File: src/hw/rtl/crcfr_pkg.sv
// ----------------------------------------------------------------------------
// crcfr_pkg
// Shared types, constants and the CRC-32 byte update for the frame receiver.
// ----------------------------------------------------------------------------
package crcfr_pkg;

	// Frame layout
	localparam int HEADER_BYTES = 44;
	localparam int TARGET_BYTES = 32;
	localparam int TAG_BYTES    = 32;

	// Widths
	localparam int POS_W   = 21;
	localparam int LEN_W   = 21;
	localparam int FLAGS_W = 16;
	localparam int MAGIC_W = 16;
	localparam int CFG_W   = 21;
	localparam int CFG_IDX_W = 2;

	// Header byte positions
	localparam logic [POS_W-1:0] POS_MAGIC_FIRST  = POS_W'(0);
	localparam logic [POS_W-1:0] POS_MAGIC_LAST   = POS_W'(1);
	localparam logic [POS_W-1:0] POS_FLAGS_FIRST  = POS_W'(2);
	localparam logic [POS_W-1:0] POS_FLAGS_LAST   = POS_W'(3);
	localparam logic [POS_W-1:0] POS_LEN_LAST     = POS_W'(7);
	localparam logic [POS_W-1:0] POS_TARGET_FIRST = POS_W'(8);
	localparam logic [POS_W-1:0] POS_TARGET_LAST  = POS_W'(8 + TARGET_BYTES - 1);
	localparam logic [POS_W-1:0] POS_CRC_FIRST    = POS_W'(HEADER_BYTES - 4);
	localparam logic [POS_W-1:0] POS_HDR_LAST     = POS_W'(HEADER_BYTES - 1);

	// CRC-32, reflected
	localparam logic [31:0] CRC_POLY = 32'hEDB8_8320;
	localparam logic [31:0] CRC_ONES = 32'hFFFF_FFFF;

	// Byte kinds
	localparam logic [1:0] KIND_HEADER  = 2'd0;
	localparam logic [1:0] KIND_TARGET  = 2'd1;
	localparam logic [1:0] KIND_PAYLOAD = 2'd2;
	localparam logic [1:0] KIND_TAG     = 2'd3;

	// Status codes
	localparam logic [1:0] ST_OK        = 2'd0;
	localparam logic [1:0] ST_BAD_MAGIC = 2'd1;
	localparam logic [1:0] ST_LEN_OVER  = 2'd2;
	localparam logic [1:0] ST_CRC_BAD   = 2'd3;

	// Register indexes
	localparam logic [CFG_IDX_W-1:0] REG_MAGIC       = 2'd0;
	localparam logic [CFG_IDX_W-1:0] REG_MAC_MASK    = 2'd1;
	localparam logic [CFG_IDX_W-1:0] REG_COMP_MASK   = 2'd2;
	localparam logic [CFG_IDX_W-1:0] REG_MAX_PAYLOAD = 2'd3;

	localparam logic [LEN_W-1:0] MAX_PAYLOAD_RST = LEN_W'(1048576);

	// Queue between parser and output side
	localparam int Q_DEPTH = 4;
	localparam int Q_PTR_W = $clog2(Q_DEPTH);

	typedef struct packed {
		logic [MAGIC_W-1:0] magic;
		logic [FLAGS_W-1:0] mac_mask;
		logic [FLAGS_W-1:0] comp_mask;
		logic [LEN_W-1:0]   max_payload;
	} cfg_t;

	// One parsed item, before flag decode and field gating
	typedef struct packed {
		logic [7:0]         data;
		logic [1:0]         kind;
		logic [FLAGS_W-1:0] flags;
		logic [LEN_W-1:0]   length;
		logic               flags_ok;
		logic               len_ok;
		logic               done;
		logic [1:0]         status;
	} rec_t;

	function automatic logic [31:0] crc32_byte(input logic [31:0] c, input logic [7:0] b);
		logic [31:0] r;
		r = c ^ {24'h0, b};
		for (int k = 0; k < 8; k++) begin
			r = r[0] ? (CRC_POLY ^ (r >> 1)) : (r >> 1);
		end
		return r;
	endfunction

endpackage

File: src/hw/rtl/crcfr_front.sv
// ----------------------------------------------------------------------------
// crcfr_front
// Header parser, CRC engine and frame sequencer; one byte per cycle while fire is high.
// ----------------------------------------------------------------------------
module crcfr_front import crcfr_pkg::*; (
	input  logic       clk,
	input  logic       arst_n,
	input  logic       fire,
	input  logic [7:0] rx_byte,
	input  cfg_t       cfg,
	output rec_t       rec
);

	typedef enum logic [1:0] {PH_HEADER, PH_PAYLOAD, PH_TAG} phase_t;

	phase_t             phase_q, phase_d;
	logic [POS_W-1:0]   pos_q, pos_d;
	logic [POS_W:0]     pos_inc;
	logic [7:0]         magic_q, magic_d;
	logic [FLAGS_W-1:0] flags_q, flags_d;
	logic [31:0]        len_q, len_d;
	logic [31:0]        exp_q, exp_d;
	logic [31:0]        crc_q, crc_d;
	logic [31:0]        crc_chk, exp_chk;
	logic               finish;
	logic [1:0]         kind;
	logic               done;
	logic [1:0]         status;
	logic               flags_ok, len_ok;

	always_comb begin
		phase_d  = phase_q;
		pos_inc  = {1'b0, pos_q} + 1'b1;
		pos_d    = pos_q;
		magic_d  = magic_q;
		flags_d  = flags_q;
		len_d    = len_q;
		exp_d    = exp_q;
		crc_d    = crc_q;
		crc_chk  = crc_q;
		exp_chk  = exp_q;
		finish   = 1'b0;
		kind     = KIND_HEADER;
		done     = 1'b0;
		status   = ST_OK;
		flags_ok = 1'b1;
		len_ok   = 1'b1;

		case (phase_q)
			PH_PAYLOAD: begin
				kind    = KIND_PAYLOAD;
				crc_d   = crc32_byte(crc_q, rx_byte);
				crc_chk = crc_d;
				if (32'(pos_inc) >= len_q) begin
					finish = 1'b1;
				end else begin
					pos_d = pos_inc[POS_W-1:0];
				end
			end
			PH_TAG: begin
				kind = KIND_TAG;
				if (pos_inc >= (POS_W+1)'(TAG_BYTES)) begin
					done    = 1'b1;
					phase_d = PH_HEADER;
					pos_d   = '0;
				end else begin
					pos_d = pos_inc[POS_W-1:0];
				end
			end
			default: begin
				// header; the unused phase code lands here too
				phase_d  = PH_HEADER;
				flags_ok = (pos_q >= POS_FLAGS_LAST);
				len_ok   = (pos_q >= POS_LEN_LAST);
				if (pos_q >= POS_TARGET_FIRST && pos_q <= POS_TARGET_LAST) begin
					kind = KIND_TARGET;
				end
				pos_d = pos_inc[POS_W-1:0];
				if (pos_q == POS_MAGIC_FIRST) begin
					magic_d = rx_byte;
					crc_d   = CRC_ONES;
				end else if (pos_q == POS_MAGIC_LAST) begin
					if ({magic_q, rx_byte} != cfg.magic) begin
						done   = 1'b1;
						status = ST_BAD_MAGIC;
						pos_d  = '0;
					end
				end else if (pos_q <= POS_FLAGS_LAST) begin
					flags_d = {flags_q[7:0], rx_byte};
				end else if (pos_q <= POS_LEN_LAST) begin
					len_d = {len_q[23:0], rx_byte};
					if (pos_q == POS_LEN_LAST && len_d > 32'(cfg.max_payload)) begin
						done   = 1'b1;
						status = ST_LEN_OVER;
						len_ok = 1'b0;
						pos_d  = '0;
					end
				end else if (pos_q >= POS_CRC_FIRST) begin
					exp_d   = {exp_q[23:0], rx_byte};
					exp_chk = exp_d;
					if (pos_q >= POS_HDR_LAST) begin
						pos_d = '0;
						if (len_q == '0) begin
							finish = 1'b1;
						end else begin
							phase_d = PH_PAYLOAD;
						end
					end
				end
			end
		endcase

		// end of payload: CRC check, then tag or end of frame
		if (finish) begin
			pos_d = '0;
			if ((crc_chk ^ CRC_ONES) != exp_chk) begin
				done    = 1'b1;
				status  = ST_CRC_BAD;
				phase_d = PH_HEADER;
			end else if ((flags_d & cfg.mac_mask) != '0) begin
				phase_d = PH_TAG;
			end else begin
				done    = 1'b1;
				phase_d = PH_HEADER;
			end
		end
	end

	assign rec.data     = rx_byte;
	assign rec.kind     = kind;
	assign rec.flags    = flags_d;
	assign rec.length   = len_d[LEN_W-1:0];
	assign rec.flags_ok = flags_ok;
	assign rec.len_ok   = len_ok;
	assign rec.done     = done;
	assign rec.status   = status;

	always_ff @(posedge clk or negedge arst_n) begin
		if (!arst_n) begin
			phase_q <= PH_HEADER;
			pos_q   <= '0;
			magic_q <= '0;
			flags_q <= '0;
			len_q   <= '0;
			exp_q   <= '0;
			crc_q   <= CRC_ONES;
		end else if (fire) begin
			phase_q <= phase_d;
			pos_q   <= pos_d;
			magic_q <= magic_d;
			flags_q <= flags_d;
			len_q   <= len_d;
			exp_q   <= exp_d;
			crc_q   <= crc_d;
		end
	end

endmodule

File: src/hw/rtl/crcfr_fifo.sv
// ----------------------------------------------------------------------------
// crcfr_fifo
// Short register queue of parsed items between parser and output side.
// ----------------------------------------------------------------------------
module crcfr_fifo import crcfr_pkg::*; (
	input  logic clk,
	input  logic arst_n,
	input  logic wr_en,
	input  rec_t din,
	input  logic rd_en,
	output logic full,
	output logic empty,
	output rec_t dout
);

	rec_t               mem_q [Q_DEPTH];
	logic [Q_PTR_W-1:0] wr_ptr_q, rd_ptr_q;
	logic [Q_PTR_W:0]   count_q;
	logic               do_wr, do_rd;

	assign full  = (count_q == (Q_PTR_W+1)'(Q_DEPTH));
	assign empty = (count_q == '0);
	assign do_wr = wr_en & ~full;
	assign do_rd = rd_en & ~empty;
	assign dout  = mem_q[rd_ptr_q];

	always_ff @(posedge clk) begin
		if (do_wr) begin
			mem_q[wr_ptr_q] <= din;
		end
	end

	always_ff @(posedge clk or negedge arst_n) begin
		if (!arst_n) begin
			wr_ptr_q <= '0;
			rd_ptr_q <= '0;
			count_q  <= '0;
		end else begin
			if (do_wr) begin
				wr_ptr_q <= wr_ptr_q + 1'b1;
			end
			if (do_rd) begin
				rd_ptr_q <= rd_ptr_q + 1'b1;
			end
			if (do_wr && !do_rd) begin
				count_q <= count_q + 1'b1;
			end else if (do_rd && !do_wr) begin
				count_q <= count_q - 1'b1;
			end
		end
	end

endmodule

File: src/hw/rtl/crcfr_back.sv
// ----------------------------------------------------------------------------
// crcfr_back
// Output side: gates header fields not yet complete and decodes flag bits.
// ----------------------------------------------------------------------------
module crcfr_back import crcfr_pkg::*; (
	input  rec_t               head,
	input  cfg_t               cfg,
	output logic [7:0]         data_byte,
	output logic [1:0]         byte_kind,
	output logic [FLAGS_W-1:0] frame_flags,
	output logic [LEN_W-1:0]   payload_length,
	output logic               compressed,
	output logic               mac_present,
	output logic               frame_done,
	output logic [1:0]         status
);

	logic [FLAGS_W-1:0] fl;

	assign fl             = head.flags_ok ? head.flags : '0;
	assign data_byte      = head.data;
	assign byte_kind      = head.kind;
	assign frame_flags    = fl;
	assign payload_length = head.len_ok ? head.length : '0;
	assign compressed     = |(fl & cfg.comp_mask);
	assign mac_present    = |(fl & cfg.mac_mask);
	assign frame_done     = head.done;
	assign status         = head.status;

endmodule

File: src/hw/rtl/crc_frame_receiver.sv
// ----------------------------------------------------------------------------
// crc_frame_receiver
// Byte-serial deframer for length-prefixed frames with CRC-32 payload check.
// ----------------------------------------------------------------------------
// Usage:
//   Input side is a queue write port: rx_byte is taken on a clock edge with
//   push high and full low. Output side is a queue read port: while empty is
//   low the oldest result item sits on data_byte..status, and pop with empty
//   low takes it. Every input byte yields exactly one result item.
//   An item pushed on a clock edge is visible at the outputs in the following
//   cycle, with empty low. Throughput: one item per cycle while full is low,
//   sustained; the parser's state update (header counter plus the unrolled
//   CRC-32 byte step) is combinational and registered on each accepted byte.
//   A 4-entry item queue sits between the parser and the outputs; when the
//   receiver stops popping, up to 4 items collect, then full rises and the
//   input side stalls. Nothing is dropped.
//   Reset (arst_n low) empties the queue, returns the parser to the first
//   header byte and loads the register defaults (max_payload_bytes = 2^20,
//   all others 0). There is no clearing pass.
//   Registers are written through cfg_wr_en/cfg_index/cfg_data. The user must
//   write them only while no items are in flight; the block leaves this to them.
// ----------------------------------------------------------------------------
module crc_frame_receiver import crcfr_pkg::*; (
	input  logic                 clk,
	input  logic                 arst_n,
	// configuration
	input  logic                 cfg_wr_en,
	input  logic [CFG_IDX_W-1:0] cfg_index,
	input  logic [CFG_W-1:0]     cfg_data,
	// input side
	input  logic                 push,
	output logic                 full,
	input  logic [7:0]           rx_byte,
	// output side
	output logic                 empty,
	input  logic                 pop,
	output logic [7:0]           data_byte,
	output logic [1:0]           byte_kind,
	output logic [FLAGS_W-1:0]   frame_flags,
	output logic [LEN_W-1:0]     payload_length,
	output logic                 compressed,
	output logic                 mac_present,
	output logic                 frame_done,
	output logic [1:0]           status
);

	cfg_t cfg_q;
	rec_t front_rec;
	rec_t head_rec;
	logic fire;

	// register file
	always_ff @(posedge clk or negedge arst_n) begin
		if (!arst_n) begin
			cfg_q.magic       <= '0;
			cfg_q.mac_mask    <= '0;
			cfg_q.comp_mask   <= '0;
			cfg_q.max_payload <= MAX_PAYLOAD_RST;
		end else if (cfg_wr_en) begin
			case (cfg_index)
				REG_MAGIC:       cfg_q.magic       <= cfg_data[MAGIC_W-1:0];
				REG_MAC_MASK:    cfg_q.mac_mask    <= cfg_data[FLAGS_W-1:0];
				REG_COMP_MASK:   cfg_q.comp_mask   <= cfg_data[FLAGS_W-1:0];
				REG_MAX_PAYLOAD: cfg_q.max_payload <= cfg_data[LEN_W-1:0];
				default: ;
			endcase
		end
	end

	// parser advances only on an accepted byte
	assign fire = push & ~full;

	crcfr_front u_front (
		.clk     (clk),
		.arst_n  (arst_n),
		.fire    (fire),
		.rx_byte (rx_byte),
		.cfg     (cfg_q),
		.rec     (front_rec)
	);

	crcfr_fifo u_fifo (
		.clk    (clk),
		.arst_n (arst_n),
		.wr_en  (push),
		.din    (front_rec),
		.rd_en  (pop),
		.full   (full),
		.empty  (empty),
		.dout   (head_rec)
	);

	crcfr_back u_back (
		.head           (head_rec),
		.cfg            (cfg_q),
		.data_byte      (data_byte),
		.byte_kind      (byte_kind),
		.frame_flags    (frame_flags),
		.payload_length (payload_length),
		.compressed     (compressed),
		.mac_present    (mac_present),
		.frame_done     (frame_done),
		.status         (status)
	);

endmodule

File: config.mk
export PLATFORM = sky130hd
export DESIGN_NAME = crc_frame_receiver
export DESIGN_NICKNAME = d
export VERILOG_FILES = /design/src/hw/rtl/crcfr_pkg.sv /design/src/hw/rtl/crcfr_front.sv /design/src/hw/rtl/crcfr_fifo.sv /design/src/hw/rtl/crcfr_back.sv /design/src/hw/rtl/crc_frame_receiver.sv
export SDC_FILE = /design/constraint.sdc
export NUM_CORES = 1
export LEC_CHECK = 0
export BUFFER_PORTS_ARGS = -buffer_cell sky130_fd_sc_hd__buf_2
export CORE_ASPECT_RATIO = 0.8
export CORE_MARGIN = 5
export CORE_UTILIZATION = 56
export DETAILED_ROUTE_END_ITERATION = 16
export GPL_TIMING_DRIVEN = 0
export PLACE_DENSITY = 0.84
export SKIP_CTS_REPAIR_TIMING = 1
export SLEW_MARGIN = 20
export SYNTH_ARGS = -nofsm -noshare
export SYNTH_HDL_FRONTEND = slang
export SYNTH_SLANG_ARGS = --single-unit
export TNS_END_PERCENT = 5
File: constraint.sdc
create_clock -name clk -period 10.8 [get_ports clk]
set_input_delay 2.16 -clock clk [delete_from_list [all_inputs] [get_ports clk]]
set_output_delay 2.16 -clock clk [all_outputs]
set_load 0.02 [all_outputs]
[After elaboration in Yosys (flattened, before gate mapping)]
Memories as Yosys holds them, arrays and structs flattened.
Index checks and enable logic that the tools add are counted.
W data, S select, Z words.
Word-level totals
  latch bits: 0
  logic and storage cells: 186
  memory bits (writable): 208
  input bits: 36
  memories: 1
  ROM bits: 0
  register bits after elaboration: 219
  output and inout port bits: 54
Memories
  u_fifo.mem_q: words 4, bits a word 52, read ports 1, clocked after Yosys merged registers in 0, wr ports 1, RTL line crcfr_fifo.sv:16  | rec_t mem_q [Q_DEPTH];
Cells by class
  multipliers: 0
  muxes and demuxes: 94
  $lt $le $gt $ge: 11
  equal/unequal tests: 13
  shifts and indexed selects: 0
  div/mod/pow operators: 0
  bitwise gates (word level): 22
  add/subtract/negate cells: 5
  reductions and logical operators: 25
Operators with widths (number)
  $mux W32: 16
  $mux W21: 17
  $not A13 Y14: 8
  $mux W16: 5
  $pmux W32 S2: 1
  $and A16 B16 Y16: 3
  $ge A21 B6 Y1 const B: 2
  $pmux W21 S2: 1
  $mux W2: 18
  $ge A22 B32 Y1: 1
  $gt A32 B21 Y1: 1
  $logic_not A32 Y1: 1
  $ne A32 B32 Y1: 1
  $not A32 Y32: 1
  $reduce_or A16 Y1: 2
  $xor A32 B8 Y32: 1
  $mux W1: 30
  $add A21 B1 Y22 const B: 1
  $ge A22 B6 Y1 const B: 1
  $eq A21 B1 Y1 const B: 1
  $eq A21 B3 Y1 const B: 1
  $ge A21 B2 Y1 const B: 1
  $ge A21 B3 Y1 const B: 1
  $ge A21 B4 Y1 const B: 1
  other kinds (29): 54

[Logic depth before layout (Yosys ltp)]
  word-level depth: 22
  depth in mapped cells: 19
  mapped depth without buffers: 15

[Cells and area by module]
A second synthesis with hierarchy kept.
Second synthesis, totals
  cell total of the unflattened synthesis: 1700
  area total of the unflattened synthesis: 22112.5 um^2
By module, submodules not included
  crcfr_front: area an instance 10998.0 um^2, sequential area each 3618.5 um^2, times used 1, cells each 1171
  crcfr_fifo: area an instance 7992.7 um^2, sequential area each 6421.2 um^2, times used 1, cells each 308
  crc_frame_receiver: area an instance 2600.0 um^2, sequential area each 1727.9 um^2, times used 1, cells each 148
  crcfr_back: area an instance 521.8 um^2, sequential area each 0.0 um^2, times used 1, cells each 73

[Worst setup path before layout]
OpenSTA, ideal clock, no wires.
  path kind: input port to flip-flop
  start point: input rx_byte[5]
  end point: memory u_fifo.mem_q[0][2] in the netlist's numbering (data pin)
  setup slack: 5731 ps
  data arrival time: 4775 ps
  setup time: 294 ps
  data required time: 10506 ps
  stages on the path: 11
  cells stage by stage: buf_2 -> xnor2_1 -> xnor2_1 -> xnor2_2 -> xnor2_1 -> mux2i_1 -> xnor2_1 -> o41a_1 -> nor4_1 -> and4_1 -> o21ai_0
RTL lines
  start, declared: RTL line crc_frame_receiver.sv:33  | input logic [7:0] rx_byte,
  end, declared: RTL line crcfr_fifo.sv:16

[Final worst setup path]
  start point: register u_fifo.rd_ptr_q[0]
  end point: output payload_length[14]
On the way
  word-level cells in the longest chain between the ends: 2
Ends and longest elaborated chain
  start, declared: RTL line crcfr_fifo.sv:17  | logic [Q_PTR_W-1:0] wr_ptr_q, rd_ptr_q;
  start signal, assigned: RTL line crcfr_fifo.sv:43  | rd_ptr_q <= rd_ptr_q + 1'b1;
  $mem_v2 Z4 W52
  $mux W21: RTL line crcfr_back.sv:24  | assign payload_length = head.len_ok ? head.length : '0;
  end, declared: RTL line crc_frame_receiver.sv:40  | output logic [LEN_W-1:0] payload_length,
Every way passes these cells.

==> impl_metrics.json <==
{
  "status": "finished, final reports clean",
  "grt_start_max_net_pins": 97,
  "cp.arrival_ns": 4.26,
  "vdd_ir_drop_max_v": 0.0002833,
  "max_slew_margin_pct": 27.72,
  "synthArstFlopShare_pct": 51.29,
  "max_freq_mhz": 155.7,
  "finalHoldViolCount": 0,
  "synthFlopType": "edfxtp_1",
  "maxCapViolCount": 0,
  "gr-usage-met1_pct": 37.27,
  "vias": 14347,
  "hp-class": "reg -> reg",
  "crit_required_ns": 8.64,
  "setup_slack_ns": 4.378,
  "p_per_area_nw_per_um2": 334.2,
  "synth_nets": 1717,
  "die-area_um2": 41500,
  "tns_ns": 0,
  "root_buffer": "clkbuf_16",
  "cp_slowest_stage_delay_ns": 0.76,
  "critPathKind": "reg -> out",
  "clkTransAtPathRegs_ns": 0.06,
  "synth_edf_count": 208,
  "syn_area_um2": 21000,
  "grt.total_usage_pct": 26.31,
  "setup_violations": 0,
  "fin_skew_ns": 0.04991,
  "path_common_cell": "clkbuf_1",
  "min_period_ns": 6.422,
  "grt_overflow": 0,
  "start_kind": "flop",
  "start_util_pct": 56.68,
  "cts_buffers": 42,
  "boundaryPins": 90,
  "path_cells": "clkbuf_1 > clkbuf_1 > buf_1 > o21ai_0 > clkbuf_1 > nor2b_1 > buf_2",
  "post_dp_cell_area_um2": 22210,
  "synth.largest_area_cell": "edfxtp_1",
  "netlist.area_leader.share_pct": 29.74,
  "reg2reg_slack_ns": 5.53,
  "drv_slew": 0,
  "tightest_slew_ns": 1.073,
  "wl_mm": 54.54,
  "wl_per_cell_um": 23.84,
  "die_x_um": 226.5,
  "design.core.area_um2": 37050,
  "first_pass_iters": 6,
  "syn_area_per_cell_um2": 12.91,
  "rows": 63,
  "crit_path_end_kind": "primary output",
  "synth_warnings": 0,
  "ys_seq_area_share_pct": 56.04,
  "crit_path_top_delay_cell": "buf_1",
  "ys_top_cells_by_count": "208 x edfxtp_1, 186 x dfrtp_1, 137 x nand2_1",
  "fin_hold_ws_ns": 0.5053,
  "drtIter0Drc": 1774,
  "clk_latency_ns": 0.57,
  "grt_pass1_wl_mm": 84.84,
  "via_per_inst": 6.271,
  "nets": 1856,
  "rsz0062_at_grt": "no",
  "ant_nets": 0,
  "io_buffer_count": 89,
  "critPathMaxFanout": 10,
  "cts_buffer_depth": 3,
  "period_share_pct": 59.46,
  "syn_inst": 1627,
  "drc_errors": 0,
  "netlist_top_cells_area": "edfxtp_1 30%, dfrtp_1 22%, mux2_2 7.2%, mux4_2 5.4%, xnor2_1 4.4%",
  "antenna_found_initial": 0,
  "cts.sink_count": 427,
  "yosys_register_bits": 427,
  "postLayoutCellArea_um2": 23590,
  "first_global_vias": 14480,
  "die_h_um": 183.2,
  "post-dp-hpwl_mm": 38.64,
  "pre_cts_slack_ns": 4.126,
  "cellLeakagePower_nw": 9.444,
  "htree_levels": 2,
  "met3_usage_pct": 5.073,
  "synth.most_common_cell": "edfxtp_1",
  "synthDistinctLibCells": 73,
  "grt_util_met2_pct": 41.90,
  "gp_congestion": 0.9190,
  "area_delta_synth_final_pct": 12.33,
  "grt.busiest_layer": "met2",
  "cts_tree": "done",
  "drive_gt1_share_pct": 22.33
}
-- per-stage QoR --
| stage | power, mW | utilization (%) | cells |
|---|---|---|---|
| after floorplan | 5.253 | - | 1627 |
| after global placement | 6.172 | 59.53 | 2203 |
| after detailed placement | 6.331 | 59.95 | 2209 |
| after CTS | 7.853 | 63.66 | 2287 |
| after global routing | 8.300 | 63.66 | 2287 |
| final | 7.883 | 63.67 | 2288 |
-- logic make-up after synthesis --
family	synth area share (%)
AOI/OAI and AO/OA	7.305
xor gates and xnor gates	6.268
adders and majority gates	3.253
buffers and inverters	2.830
DFF	56.04
muxes	15.41
and+or+nand+nor	8.895
-- power by group --
part | leakage, nW | internal (mW) | switching [mW]
sequential | 4.61 | 2.32 | 0.319
combinational | 4.17 | 1.55 | 2.22
clock | 0.666 | 0.840 | 0.636
total | 9.44 | 4.71 | 3.18
-- worst paths after layout --
| kind | from | end | cells after the start |
|---|---|---|---|
| max | u_fifo.rd_ptr_q[0] | payload_length[14] | 7 |
| min | cfg_q[7] | cfg_q[7] | 1 |
| min in group asynchronous | arst_n | u_fifo.count_q[0] | 1 |
| max reg2reg | u_front.pos_q[4] | u_front.pos_q[1] | 17 |
| max in group asynchronous | arst_n | u_front.crc_q[22] | 3 |
| min reg2reg | cfg_q[7] | cfg_q[7] | 1 |
-- cell type report --
type                       count  area [um^2]
fill                        2597        13460
sequential                   427        11770
multi-input combinational   1049         8648
clock buffer                  59         1135
tap                          487        609.3
timing repair buffer          95        590.6
buffer                        86        350.3
inverter                      65        244.0
clock inverter                19        241.5
antenna                        1        2.502
-- critical path: cells and delay by family (launching register included) --
kind                   cells  cell delay, ns
AO/OA/AOI/OAI              1            0.42
AND/OR/NAND/NOR            1            0.25
buffers and inverters      5            2.65
flip-flops                 1            0.36
-- registers in the layout, summed over array words and instances, names as in the netlist --
name             cells
u_fifo.mem_q       208
u_fifo.rd_ptr_q      2
u_front.flags_q     16
u_front.exp_q       32
u_fifo.wr_ptr_q      2
u_front.crc_q       32
u_front.pos_q       21
cfg_q               69
u_front.magic_q      8
u_fifo.count_q       3
u_front.phase_q      2
u_front.len_q       32
-- per-layer routing --
layer  up-vias  wire length (um)
met3       145              4399
met4         0              1919
met2       704             25450
met5         -                 0
met1      7256             22770
li1       6242                 -
-- layout by cell type (no fill, tap or decap), drive strengths merged, types with 5 or more instances in the layout --
cell    synthesis  final
o31ai           7      7
o21ai          82     82
edfxtp        208    208
or3             6      6
or4             5      5
a22o           17     17
nor2           60     60
mux4           50     50
and4            6      6
nor4           18     18
xnor2         109    109
o211ai          5      5
a21oi          32     32
inv            65     67
o22a           15     15
nand4          23     23
nor3           20     20
dfstp          33     33
a221oi         10     10
clkbuf         59    118
a31oi           8      8
mux2          135    135
ha             53     53
nand3          23     23
and3            9      9
nor2b          43     43
a21o           16     16
xor2           36     36
clkinv          0     12
mux2i          59     59
buf            27    122
dfrtp         186    186
and2            8      8
a22oi           5      5
nand2         137    137
No activity file was read; power rests on OpenSTA's default activity.
